$ cat src/hw/rtl/cffp_pkg.sv
package cffp_pkg;

  localparam logic [7:0] HEADER_RST     = 8'hFD;
  localparam logic [7:0] SPEED_CODE_RST = 8'h02;
  localparam logic [7:0] POWER_CODE_RST = 8'h04;

  localparam int CAP_DEPTH     = 9;
  localparam int CAP_IDX_W     = $clog2(CAP_DEPTH);
  localparam logic [7:0] SPEED_MIN_LEN = 8'd10;
  localparam logic [7:0] POWER_MIN_LEN = 8'd5;

  localparam int CFG_IDX_W = 2;
  localparam logic [CFG_IDX_W-1:0] REG_HEADER     = 2'd0;
  localparam logic [CFG_IDX_W-1:0] REG_SPEED_CODE = 2'd1;
  localparam logic [CFG_IDX_W-1:0] REG_POWER_CODE = 2'd2;

  localparam logic KIND_SPEED = 1'b0;
  localparam logic KIND_POWER = 1'b1;

  typedef enum logic [2:0] {
    PH_HUNT,
    PH_LEN,
    PH_CODE,
    PH_SDATA,
    PH_SCHECK,
    PH_PDATA,
    PH_PCHECK
  } phase_t;

  typedef struct packed {
    logic [7:0] header_byte;
    logic [7:0] speed_code;
    logic [7:0] power_code;
  } cfg_t;

  // Packed lowest-first: frame_kind in bit 0, check_ok bit 1, then tdata fields.
  typedef struct packed {
    logic [15:0] power_use_time;
    logic [7:0]  power_capacity;
    logic [7:0]  power_voltage;
    logic [15:0] steer_angle;
    logic [7:0]  steer_direction;
    logic [15:0] y_speed;
    logic [7:0]  y_direction;
    logic [15:0] x_speed;
    logic [7:0]  x_direction;
    logic        check_ok;
    logic        frame_kind;
  } result_t;

  localparam int RES_W  = $bits(result_t);
  localparam int USER_W = 2;
  localparam int DATA_W = RES_W - USER_W;

endpackage

$ cat src/hw/rtl/cffp_parser.sv
module cffp_parser (
  input  logic              clk,
  input  logic              rst,
  input  logic              in_accept,
  input  logic [7:0]        rx_byte,
  input  cffp_pkg::cfg_t    cfg,
  output logic              res_valid,
  output cffp_pkg::result_t res
);
  import cffp_pkg::*;

  phase_t     phase, phase_next;
  logic [7:0] frame_length, frame_length_next;
  logic [7:0] byte_position, byte_position_next;
  logic [7:0] running_parity, running_parity_next;
  logic [7:0] captured [CAP_DEPTH];
  logic       cap_we;

  logic [7:0]  held_x_direction, held_y_direction, held_steer_direction;
  logic [15:0] held_x_speed, held_y_speed, held_steer_angle;
  logic [7:0]  held_voltage, held_capacity;
  logic [15:0] held_use_time;

  logic [7:0] data_count;
  logic [7:0] pos_inc;
  logic       is_power, check_ok, upd_speed, upd_power;

  assign data_count = (frame_length == 8'd0) ? 8'd0 : frame_length - 8'd1;
  assign pos_inc    = byte_position + 8'd1;
  assign is_power   = (phase == PH_PCHECK);
  assign check_ok   = (rx_byte == running_parity) &&
                      (frame_length >= (is_power ? POWER_MIN_LEN : SPEED_MIN_LEN));
  assign res_valid  = in_accept && (phase == PH_SCHECK || phase == PH_PCHECK);
  assign upd_speed  = res_valid && check_ok && !is_power;
  assign upd_power  = res_valid && check_ok && is_power;
  assign cap_we     = in_accept && (phase == PH_SDATA || phase == PH_PDATA) &&
                      (byte_position < 8'(CAP_DEPTH));

  always_comb begin
    phase_next          = phase;
    frame_length_next   = frame_length;
    byte_position_next  = byte_position;
    running_parity_next = running_parity;
    if (in_accept) begin
      unique case (phase)
        PH_LEN: begin
          frame_length_next = rx_byte;
          phase_next        = PH_CODE;
        end
        PH_CODE: begin
          running_parity_next = rx_byte;
          byte_position_next  = 8'd0;
          if (rx_byte == cfg.speed_code) begin
            phase_next = (data_count == 8'd0) ? PH_SCHECK : PH_SDATA;
          end else if (rx_byte == cfg.power_code) begin
            phase_next = (data_count == 8'd0) ? PH_PCHECK : PH_PDATA;
          end else begin
            phase_next = PH_HUNT;
          end
        end
        PH_SDATA, PH_PDATA: begin
          running_parity_next = running_parity ^ rx_byte;
          byte_position_next  = pos_inc;
          if (pos_inc >= data_count) begin
            phase_next = (phase == PH_SDATA) ? PH_SCHECK : PH_PCHECK;
          end
        end
        PH_SCHECK, PH_PCHECK: phase_next = PH_HUNT;
        default: phase_next = (rx_byte == cfg.header_byte) ? PH_LEN : PH_HUNT;
      endcase
    end
  end

  always_ff @(posedge clk) begin
    if (rst) begin
      phase          <= PH_HUNT;
      frame_length   <= 8'd0;
      byte_position  <= 8'd0;
      running_parity <= 8'd0;
    end else begin
      phase          <= phase_next;
      frame_length   <= frame_length_next;
      byte_position  <= byte_position_next;
      running_parity <= running_parity_next;
    end
  end

  always_ff @(posedge clk) begin
    if (rst) begin
      for (int i = 0; i < CAP_DEPTH; i++) captured[i] <= 8'd0;
    end else if (cap_we) begin
      captured[byte_position[CAP_IDX_W-1:0]] <= rx_byte;
    end
  end

  always_ff @(posedge clk) begin
    if (rst) begin
      held_x_direction     <= 8'd0;
      held_x_speed         <= 16'd0;
      held_y_direction     <= 8'd0;
      held_y_speed         <= 16'd0;
      held_steer_direction <= 8'd0;
      held_steer_angle     <= 16'd0;
      held_voltage         <= 8'd0;
      held_capacity        <= 8'd0;
      held_use_time        <= 16'd0;
    end else begin
      if (upd_speed) begin
        held_x_direction     <= res.x_direction;
        held_x_speed         <= res.x_speed;
        held_y_direction     <= res.y_direction;
        held_y_speed         <= res.y_speed;
        held_steer_direction <= res.steer_direction;
        held_steer_angle     <= res.steer_angle;
      end
      if (upd_power) begin
        held_voltage  <= res.power_voltage;
        held_capacity <= res.power_capacity;
        held_use_time <= res.power_use_time;
      end
    end
  end

  // Result carries the held values as they stand after this frame.
  always_comb begin
    res.frame_kind      = is_power ? KIND_POWER : KIND_SPEED;
    res.check_ok        = check_ok;
    res.x_direction     = upd_speed ? captured[0] : held_x_direction;
    res.x_speed         = upd_speed ? {captured[1], captured[2]} : held_x_speed;
    res.y_direction     = upd_speed ? captured[3] : held_y_direction;
    res.y_speed         = upd_speed ? {captured[4], captured[5]} : held_y_speed;
    res.steer_direction = upd_speed ? captured[6] : held_steer_direction;
    res.steer_angle     = upd_speed ? {captured[7], captured[8]} : held_steer_angle;
    res.power_voltage   = upd_power ? captured[0] : held_voltage;
    res.power_capacity  = upd_power ? captured[1] : held_capacity;
    res.power_use_time  = upd_power ? {captured[2], captured[3]} : held_use_time;
  end

  a_check_returns_to_hunt: assert property (@(posedge clk) disable iff (rst)
    res_valid |=> phase == PH_HUNT)
    else $error("parser did not resume hunting after check byte");

  a_held_stable_when_idle: assert property (@(posedge clk) disable iff (rst)
    !res_valid |=> $stable(held_x_speed) && $stable(held_use_time))
    else $error("held value changed without a completed frame");

  a_no_update_on_fail: assert property (@(posedge clk) disable iff (rst)
    (res_valid && !check_ok) |=> $stable(held_voltage) && $stable(held_steer_angle))
    else $error("held value changed on failed check");

endmodule

$ cat src/hw/rtl/cffp_out_skid.sv
module cffp_out_skid (
  input  logic              clk,
  input  logic              rst,
  input  logic              in_valid,
  input  cffp_pkg::result_t in_res,
  output logic              in_ready,
  output logic              out_valid,
  output cffp_pkg::result_t out_res,
  input  logic              out_ready
);
  import cffp_pkg::*;

  logic    skid_valid;
  result_t skid_res;

  assign in_ready = !skid_valid;

  always_ff @(posedge clk) begin
    if (rst) begin
      out_valid  <= 1'b0;
      skid_valid <= 1'b0;
    end else if (skid_valid) begin
      if (out_ready) begin
        out_res    <= skid_res;
        skid_valid <= 1'b0;
      end
    end else if (in_valid) begin
      if (!out_valid || out_ready) begin
        out_res   <= in_res;
        out_valid <= 1'b1;
      end else begin
        skid_res   <= in_res;
        skid_valid <= 1'b1;
      end
    end else if (out_ready) begin
      out_valid <= 1'b0;
    end
  end

  a_skid_implies_out: assert property (@(posedge clk) disable iff (rst)
    skid_valid |-> out_valid)
    else $error("skid holds a request while output is empty");

  a_skid_drains: assert property (@(posedge clk) disable iff (rst)
    (skid_valid && out_ready) |=> out_valid && !skid_valid)
    else $error("skid request not moved to output");

  a_no_drop: assert property (@(posedge clk) disable iff (rst)
    (in_valid && in_ready && out_valid && !out_ready) |=> skid_valid)
    else $error("request lost while output stalled");

endmodule

$ cat src/hw/rtl/chassis_feedback_frame_parser_top.sv
// Chassis feedback frame parser. One received byte enters per request on the
// s_ side; the parser hunts for the header byte, then takes a length byte L, a
// code byte, L-1 data bytes and an XOR check byte (XOR of code and data). Each
// completed frame with the speed or power code gives one request on the m_
// side: tuser holds the frame kind and check result, tdata the held values as
// they stand after that frame (updated only on a good check of a long enough
// frame). A byte is taken every cycle while s_tready is high: the parser
// updates in the cycle of the byte; the result is registered in the output
// register, or in the skid when the output stalls. A two-deep output register
// (output plus skid) decouples the sides; s_tready drops only while both hold
// undelivered results. Config writes are always accepted and should be made
// with the parser idle; unknown indexes are ignored.
module chassis_feedback_frame_parser_top (
  input  logic                            clk,
  input  logic                            rst,
  // config write channel
  input  logic                            cfg_valid,
  output logic                            cfg_ready,
  input  logic [cffp_pkg::CFG_IDX_W-1:0]  cfg_index,
  input  logic [7:0]                      cfg_data,
  // byte stream in
  input  logic                            s_tvalid,
  output logic                            s_tready,
  input  logic [7:0]                      s_tdata,   // rx_byte
  // frame results out
  output logic                            m_tvalid,
  input  logic                            m_tready,
  // x_direction, x_speed, y_direction, y_speed, steer_direction, steer_angle,
  // power_voltage, power_capacity, power_use_time
  output logic [cffp_pkg::DATA_W-1:0]     m_tdata,
  output logic [cffp_pkg::USER_W-1:0]     m_tuser    // frame_kind, check_ok
);
  import cffp_pkg::*;

  cfg_t    cfg;
  logic    in_accept;
  logic    res_valid;
  result_t res, out_res;

  assign cfg_ready = 1'b1;

  // config registers
  always_ff @(posedge clk) begin
    if (rst) begin
      cfg.header_byte <= HEADER_RST;
      cfg.speed_code  <= SPEED_CODE_RST;
      cfg.power_code  <= POWER_CODE_RST;
    end else if (cfg_valid && cfg_ready) begin
      unique case (cfg_index)
        REG_HEADER:     cfg.header_byte <= cfg_data;
        REG_SPEED_CODE: cfg.speed_code  <= cfg_data;
        REG_POWER_CODE: cfg.power_code  <= cfg_data;
        default: ;
      endcase
    end
  end

  assign in_accept = s_tvalid && s_tready;

  cffp_parser u_parser (
    .clk       (clk),
    .rst       (rst),
    .in_accept (in_accept),
    .rx_byte   (s_tdata),
    .cfg       (cfg),
    .res_valid (res_valid),
    .res       (res)
  );

  cffp_out_skid u_out (
    .clk       (clk),
    .rst       (rst),
    .in_valid  (res_valid),
    .in_res    (res),
    .in_ready  (s_tready),
    .out_valid (m_tvalid),
    .out_res   (out_res),
    .out_ready (m_tready)
  );

  assign m_tuser = out_res[USER_W-1:0];
  assign m_tdata = out_res[RES_W-1:USER_W];

endmodule
$ cat config.mk
export PLATFORM = sky130hd
export DESIGN_NAME = chassis_feedback_frame_parser_top
export DESIGN_NICKNAME = d
export VERILOG_FILES = /design/src/hw/rtl/cffp_pkg.sv /design/src/hw/rtl/cffp_parser.sv /design/src/hw/rtl/cffp_out_skid.sv /design/src/hw/rtl/chassis_feedback_frame_parser_top.sv
export SDC_FILE = /design/constraint.sdc
export NUM_CORES = 1
export LEC_CHECK = 0
export BUFFER_PORTS_ARGS = -buffer_cell sky130_fd_sc_hd__buf_4
export CAP_MARGIN = 10
export CORE_UTILIZATION = 35
export CTS_BUF_LIST = sky130_fd_sc_hd__clkbuf_4
export CTS_CLUSTER_DIAMETER = 50
export DETAILED_ROUTE_END_ITERATION = 12
export PLACE_DENSITY = 0.55
export SLEW_MARGIN = 10
export SYNTH_ARGS = -nofsm -noshare
export SYNTH_HDL_FRONTEND = slang
export SYNTH_HIERARCHICAL = 1
export SYNTH_SLANG_ARGS = --single-unit
export TNS_END_PERCENT = 50
$ cat constraint.sdc
create_clock -name clk -period 11.5 [get_ports clk]
set_input_delay 0.575 -clock clk [delete_from_list [all_inputs] [get_ports clk]]
set_output_delay 0.575 -clock clk [all_outputs]
set_load 0.005 [all_outputs]
## After elaboration in Yosys (flattened, before gate mapping)

Memory sizes are Yosys's and may differ from the RTL's.
Index checks and enable logic that the tools add are counted.

| storage, ports and cells | value |
|---|---|
| memory bits (writable) | 72 |
| output and inout bits | 109 |
| logic and storage cells | 139 |
| flip-flop bits (word level) | 369 |
| bits of input ports | 23 |
| memories kept | 1 |

| operators by class | value |
|---|---|
| $lt $le $gt $ge | 3 |
| reduce and logical (&&, ||, !) cells | 33 |
| add/subtract/negate cells | 2 |
| muxes and demuxes | 41 |
| bitwise gates (word level) | 4 |
| equality and inequality tests | 15 |

Memories:

| memory | depth | bits a word | rd ports | clocked after Yosys merged registers in | write ports | RTL line | text |
|---|---|---|---|---|---|---|---|
| u_parser.captured | 9 | 8 | 9 | 0 | 9 | cffp_parser.sv:16 | `logic [7:0] captured [CAP_DEPTH];` |

Operators with widths:

| kind | count |
|---|---|
| 2-to-1 mux 106 bit | 4 |
| 2-to-1 mux 16 bit | 4 |
| 2-to-1 mux 8 bit | 7 |
| == test 8 bit | 4 |
| one-hot mux 8 bit (2 select lines) | 2 |
| >= comparator 8 bit | 2 |
| logical NOT 8 bit | 2 |
| 2-to-1 mux 1 bit | 15 |
| 2-to-1 mux 3 bit | 4 |
| one-hot mux 3 bit (4 select lines) | 1 |
| AND reduction 2 bit | 6 |
| == test 3 bit, second input constant | 3 |
| adder 8 x 1 -> 8 bit, second input constant | 1 |
| logical AND 1 bit | 8 |
| < comparator 8 x 4 -> 1 bit, second input constant | 1 |
| 2-to-1 mux 4 bit | 2 |
| AND reduction 4 bit | 2 |
| nonzero test 2 bit | 4 |
| OR reduction 8 bit | 1 |
| subtractor 8 x 1 -> 8 bit, second input constant | 1 |
| XOR 8 bit | 1 |
| == test 3 x 2 -> 1 bit, second input constant | 2 |
| 2-to-1 mux 2 bit | 2 |
| != test 2 x 1 -> 1 bit, second input constant | 2 |
| other kinds (10) | 17 |

## Logic depth before layout (Yosys ltp)

| depth | value |
|---|---|
| depth after elaboration | 10 |
| gate-level depth with buffers | 13 |
| gate-level depth less buffers | 12 |

## Hierarchy

The synthesis kept the hierarchy.

Modules (own cells, without submodules):

| module | seq. area each (sq um) | area an instance (sq um) | cells each | instances |
|---|---|---|---|---|
| cffp_parser | 4784.6 | 9515.4 | 1058 | 1 |
| cffp_out_skid | 6406.1 | 7791.2 | 342 | 1 |
| chassis_feedback_frame_parser_top | 480.5 | 1013.5 | 101 | 1 |

## Worst setup path before layout

OpenSTA, ideal clock, no wires.

| timing | value |
|---|---|
| path type | reg-to-reg |
| from | register u_out.skid_valid |
| to | register u_out/skid_res[0] in the netlist's numbering (enable) |
| slack | -743 ps |
| library setup time | 843 ps |
| required time | 10657 ps |
| stages on the path, launching flop included | 9 |
| arrival time | 11401 ps |
| clock period less this slack | 12243 ps |
| path buffers | 2 |
| path through | dfxtp_1 buf_6 buf_6 inv_2 and2_1 inv_1 nor3b_1 nand2_1 nor4_1 |

| between the ends | value |
|---|---|
| word-level cells in the longest chain between the ends | 4 |
| elaborated cells between the ends (all ways) | 5 |
| classes of those cells | bitwise: 1; reduce/logical: 4 |

RTL lines:

| element | RTL line | text |
|---|---|---|
| from (decl) | cffp_out_skid.sv:13 | `logic skid_valid;` |
| from (signal assigned) | cffp_out_skid.sv:21 | `skid_valid <= 1'b0;` |
| from (signal assigned) | cffp_out_skid.sv:25 | `skid_valid <= 1'b0;` |
| from (signal assigned) | cffp_out_skid.sv:33 | `skid_valid <= 1'b1;` |
| logical NOT 1 bit | cffp_out_skid.sv:16 | `assign in_ready = !skid_valid;` |
| net s_tready | chassis_feedback_frame_parser_top.sv:23 | `output logic s_tready,` |
| logical AND 1 bit | chassis_feedback_frame_parser_top.sv:58 | `assign in_accept = s_tvalid && s_tready;` |
| net in_accept | chassis_feedback_frame_parser_top.sv:36 | `logic in_accept;` |
| logical AND 1 bit | cffp_parser.sv:33 | `assign res_valid = in_accept && (phase == PH_SCHECK \|\| phase == PH_PCHECK);` |
| net res_valid | chassis_feedback_frame_parser_top.sv:37 | `logic res_valid;` |
| AND reduction 4 bit (no source line) | n/a |  |
| to (signal assigned) | cffp_out_skid.sv:32 | `skid_res <= in_res;` |
| to (decl) | cffp_out_skid.sv:14 | `result_t skid_res;` |

The timed path passes the listed nets, and every way through them passes these cells.
A chain may end at the register's enable or synchronous reset.

==> impl_metrics.py <==
metrics = {
    "outcome": {
        "run_status": "finished clean",
    },
    "cells_and_area": {
        "final_common_cell": "sky130_fd_sc_hd__edfxtp_1",
        "highest_count_cells_in_the_layout_ignoring_fill_and_taps": "sky130_fd_sc_hd__edfxtp_1 (284), sky130_fd_sc_hd__clkbuf_4 (203), sky130_fd_sc_hd__dfxtp_1 (156)",
        "post-route-cell-area_um2": 21500,
        "syn2layout_area_growth_pct": 17.2,
        "nets": 1684,
        "drive_gt1_share_pct": 27.4,
    },
    "critical_path": {
        "timing.critical_path.cells": "inv_2 -> and2_1 -> inv_1 -> nor3b_1 -> and2_2 -> buf_4 -> nand2_2 -> buf_4 -> o21ai_0 -> nand2_1 -> mux2_2",
        "arrival_ns": 4.55,
        "critical-path-top-delay-family": "buffers and inverters",
        "setup.worst_path.class": "flop to flop",
        "critPathMostFrequentCell": "sky130_fd_sc_hd__buf_4",
        "top_fanout_value_on_the_critical_path": 73,
        "critPathLaunchType": "flop",
        "cp-end-kind": "flop",
        "required_ns": 12.06,
        "worst_path_largest_cell_delay_ns": 0.63,
        "critical_path_buf_inv_count": 4,
        "reg2reg_slack_ns": 7.51,
        "cp_slowest_cell": "sky130_fd_sc_hd__buf_4",
    },
    "yosys": {
        "postSynth.topFlopCell": "sky130_fd_sc_hd__edfxtp_1",
        "synth.ff_latch_count": 441,
        "netlist_area_um2": 18300,
        "synth-seq-area-share_pct": 63.7,
        "syn_nets": 1542,
        "synth-edff-count": 284,
        "postSynth.asyncResetShare_pct": 0,
        "synthesis.yosys.warnings": 6,
        "post_synth_inst_count": 1501,
        "synth.avg_cell_area_um2": 12.2,
        "synth.lib_cells_used.distinct": 56,
    },
    "power": {
        "max-vdd-ir-drop_mv": 0.0679,
        "pwr_density_cell_nw_per_um2": 154,
        "logic_gate_share_of_total_power_pct": 4.0,
        "power.switching_fraction_pct": 22.3,
        "internal_portion_of_total_power_uw": 2570,
        "clockPowerShare_pct": 44.3,
        "power.leakage_uw": 0.00867,
        "share_seq_of_total_power_pct": 51.6,
        "p_sw_uw": 735,
        "post-layout-total-power_uw": 3300,
    },
    "floorplanning": {
        "die_outline_area_um2": 53300,
        "core_um2": 51500,
        "boundaryPins": 132,
        "die_width_um": 231,
        "num_rows": 83,
        "fp.dieH_um": 231,
        "floorplan.initialDensity_pct": 35.6,
    },
    "routing": {
        "first_iter_violations": 828,
        "drt-vias-per-instance": 5.05,
        "drt_first_pass_iters": 6,
        "drc": 0,
        "num_vias": 12269,
        "antenna_nets_post_route": 0,
        "wl_per_cell_um": 17.9,
        "drt_wl_total_um": 43500,
    },
    "grt": {
        "grt_pass1_wl_um": 67300,
        "grt.overflow.total": 0,
        "grt_antenna_before_repair": 2,
        "grt_pass1_vias": 11970,
        "globalRouteTotalUtil_pct": 16.2,
        "pin_count_of_the_biggest_net_entering_global_routing": 106,
    },
    "clock_tree": {
        "numClockSinks": 441,
        "cts.reportedPaths.clkPinSlew_ns": 0.07,
        "root_buffer": "sky130_fd_sc_hd__clkbuf_4",
        "cts-root-to-sink-buffers": 3,
        "worstSkewPairLatency_ns": 0.86,
        "htree_num_levels": 3,
        "cts_buf_count": 116,
        "tritoncts_clock_tree": "done",
        "cts-resized-gates": 0,
    },
    "place": {
        "port_buffers": 130,
        "placed_area_um2": 19700,
        "place.detailed.hpwl_um": 25600,
        "place.gp.congestion": 0.750,
    },
    "timing": {
        "layout_worst_path_cycle_share_pct": 34.7,
        "slew_viol_final": 0,
        "maxSlewHeadroom_pct": 24.1,
        "fin_hold_ws_ns": 0.159,
        "rsz_0062_raised_after_global_routing": "no",
        "achievable-frequency_ghz": 0.250,
        "finalSetupViolations": 0,
        "fin_setup_tns_ns": 0,
        "timing_hold_violations_final": 0,
        "final_critical_path_required_period_ns": 3.99,
        "slew_of_the_pin_with_the_lowest_slew_margin_ns": 1.14,
        "worst_clock_skew_ns": 0.0771,
    },
    "worst_hold_path": {
        "class_of_the_most_critical_hold_timing_path": "input pin to flop",
    },
    "run": {
        "max_cap_violations": 0,
    },
}
## area by class of cell
cell class	instances	area (um^2)
Clock inverter	19	136
Clock buffer	203	1520
Timing Repair Buffer	154	1200
Sequential cell	441	11700
Antenna cell	1	2.50
Tap cell	680	851
Inverter	9	33.8
Fill cell	4925	30000
Multi-Input combinational cell	921	6050
## repair_timing
action,in CTS,in global routing
hold buffers,9,0
hold endpoints to repair,24,0
endpoints found under the setup margin,0,0
setup buffers,0,0
## registers in the layout, indices dropped and copies added (netlist names)
signal	flops
u_parser/held_x_direction	8
u_parser/held_capacity	8
u_parser/held_y_direction	8
u_parser/phase	3
cfg	24
u_parser/held_steer_angle	16
u_parser/frame_length	8
u_parser/held_x_speed	16
u_out/skid_res	106
u_parser/held_y_speed	16
u_parser/held_steer_direction	8
u_parser/held_voltage	8
u_parser/captured	72
u_parser/running_parity	8
u_parser/byte_position	8
u_out/out_valid	1
u_out/out_res	106
u_out/skid_valid	1
u_parser/held_use_time	16
## layer usage
layer  track usage (%)  vias up  wire, um  share of wire [%]
met3              3.51       40      2340                5.4
met5                 0        -         0                  0
met1              21.2     6005     19600                 45
met4              6.62        0       718                1.7
met2              26.0      310     20800                 48
li1                  -     5914         -                  -
## power by group through the flow
stage | registers (uW) | logic, uW | clock network [uW]
floorplan | 1730 | 87.8 | 0
global placement | 1740 | 129 | 0
detailed placement | 1740 | 131 | 0
CTS | 1700 | 134 | 1520
global route | 1710 | 145 | 1600
finish | 1700 | 133 | 1460
## cells in the mapped netlist, drive strengths merged, types with 2 or more instances
| library cell | n | share of area [%] |
|---|---|---|
| edfxtp | 284 | 47 |
| dfxtp | 157 | 17 |
| nand2 | 131 | 2.7 |
| o21ai | 126 | 3.4 |
| a21oi | 115 | 3.1 |
| mux2 | 107 | 6.6 |
| nand4 | 107 | 3.7 |
| clkbuf | 89 | 1.8 |
| and3 | 68 | 2.3 |
| nor2 | 52 | 1.1 |
| buf | 41 | 1.5 |
| mux2i | 31 | 1.7 |
| nand2b | 27 | 0.92 |
| xor2 | 27 | 1.3 |
| ha | 18 | 1.2 |
| xnor2 | 16 | 0.76 |
| and2 | 13 | 0.45 |
| a21o | 12 | 0.49 |
| a22oi | 11 | 0.45 |
| nor3b | 10 | 0.47 |
| inv | 9 | 0.18 |
| nor3 | 7 | 0.25 |
| nor4 | 7 | 0.27 |
| a211oi | 6 | 0.30 |
| nand3 | 5 | 0.14 |
| a31oi | 2 | 0.068 |
| nand3b | 2 | 0.082 |
| nor2b | 2 | 0.068 |
| o2111ai | 2 | 0.096 |
| or4 | 2 | 0.082 |
## logic make-up (layout without fill, tap and decap cells)
group	count (synthesis)	after routing	synth area share (%)
flip-flops	441	441	63.7
AND/OR/NAND/NOR	437	437	12.7
AO/OA/AOI/OAI	284	284	8.47
buffers and inverters	139	385	3.54
multiplexers	138	138	8.27
XOR/XNOR	43	43	2.06
adder cells (fa/ha/maj)	18	18	1.23
other	1	2	0.0205
## metrics by stage
step / worst slack [ns] / cells / utilization [%]
after global placement: 7.61 / 2195 / 38.2
after floorplan: 3.76 / 1501 / -
final: 7.51 / 2428 / 41.7
after CTS: 7.38 / 2426 / 41.6
after global routing: 7.19 / 2428 / 41.7
after detailed placement: 7.41 / 2195 / 38.2
## worst paths after layout
kind | startpoint | end | depth (start not counted)
setup / recovery | u_out/skid_valid | u_out/out_res[32] | 11
hold / removal | rst | u_parser/running_parity[0] | 2
setup reg to reg | u_out/skid_valid | u_out/out_res[32] | 11
hold reg to reg | cfg[13] | cfg[13] | 2
Power figures use the tool's default switching activity.
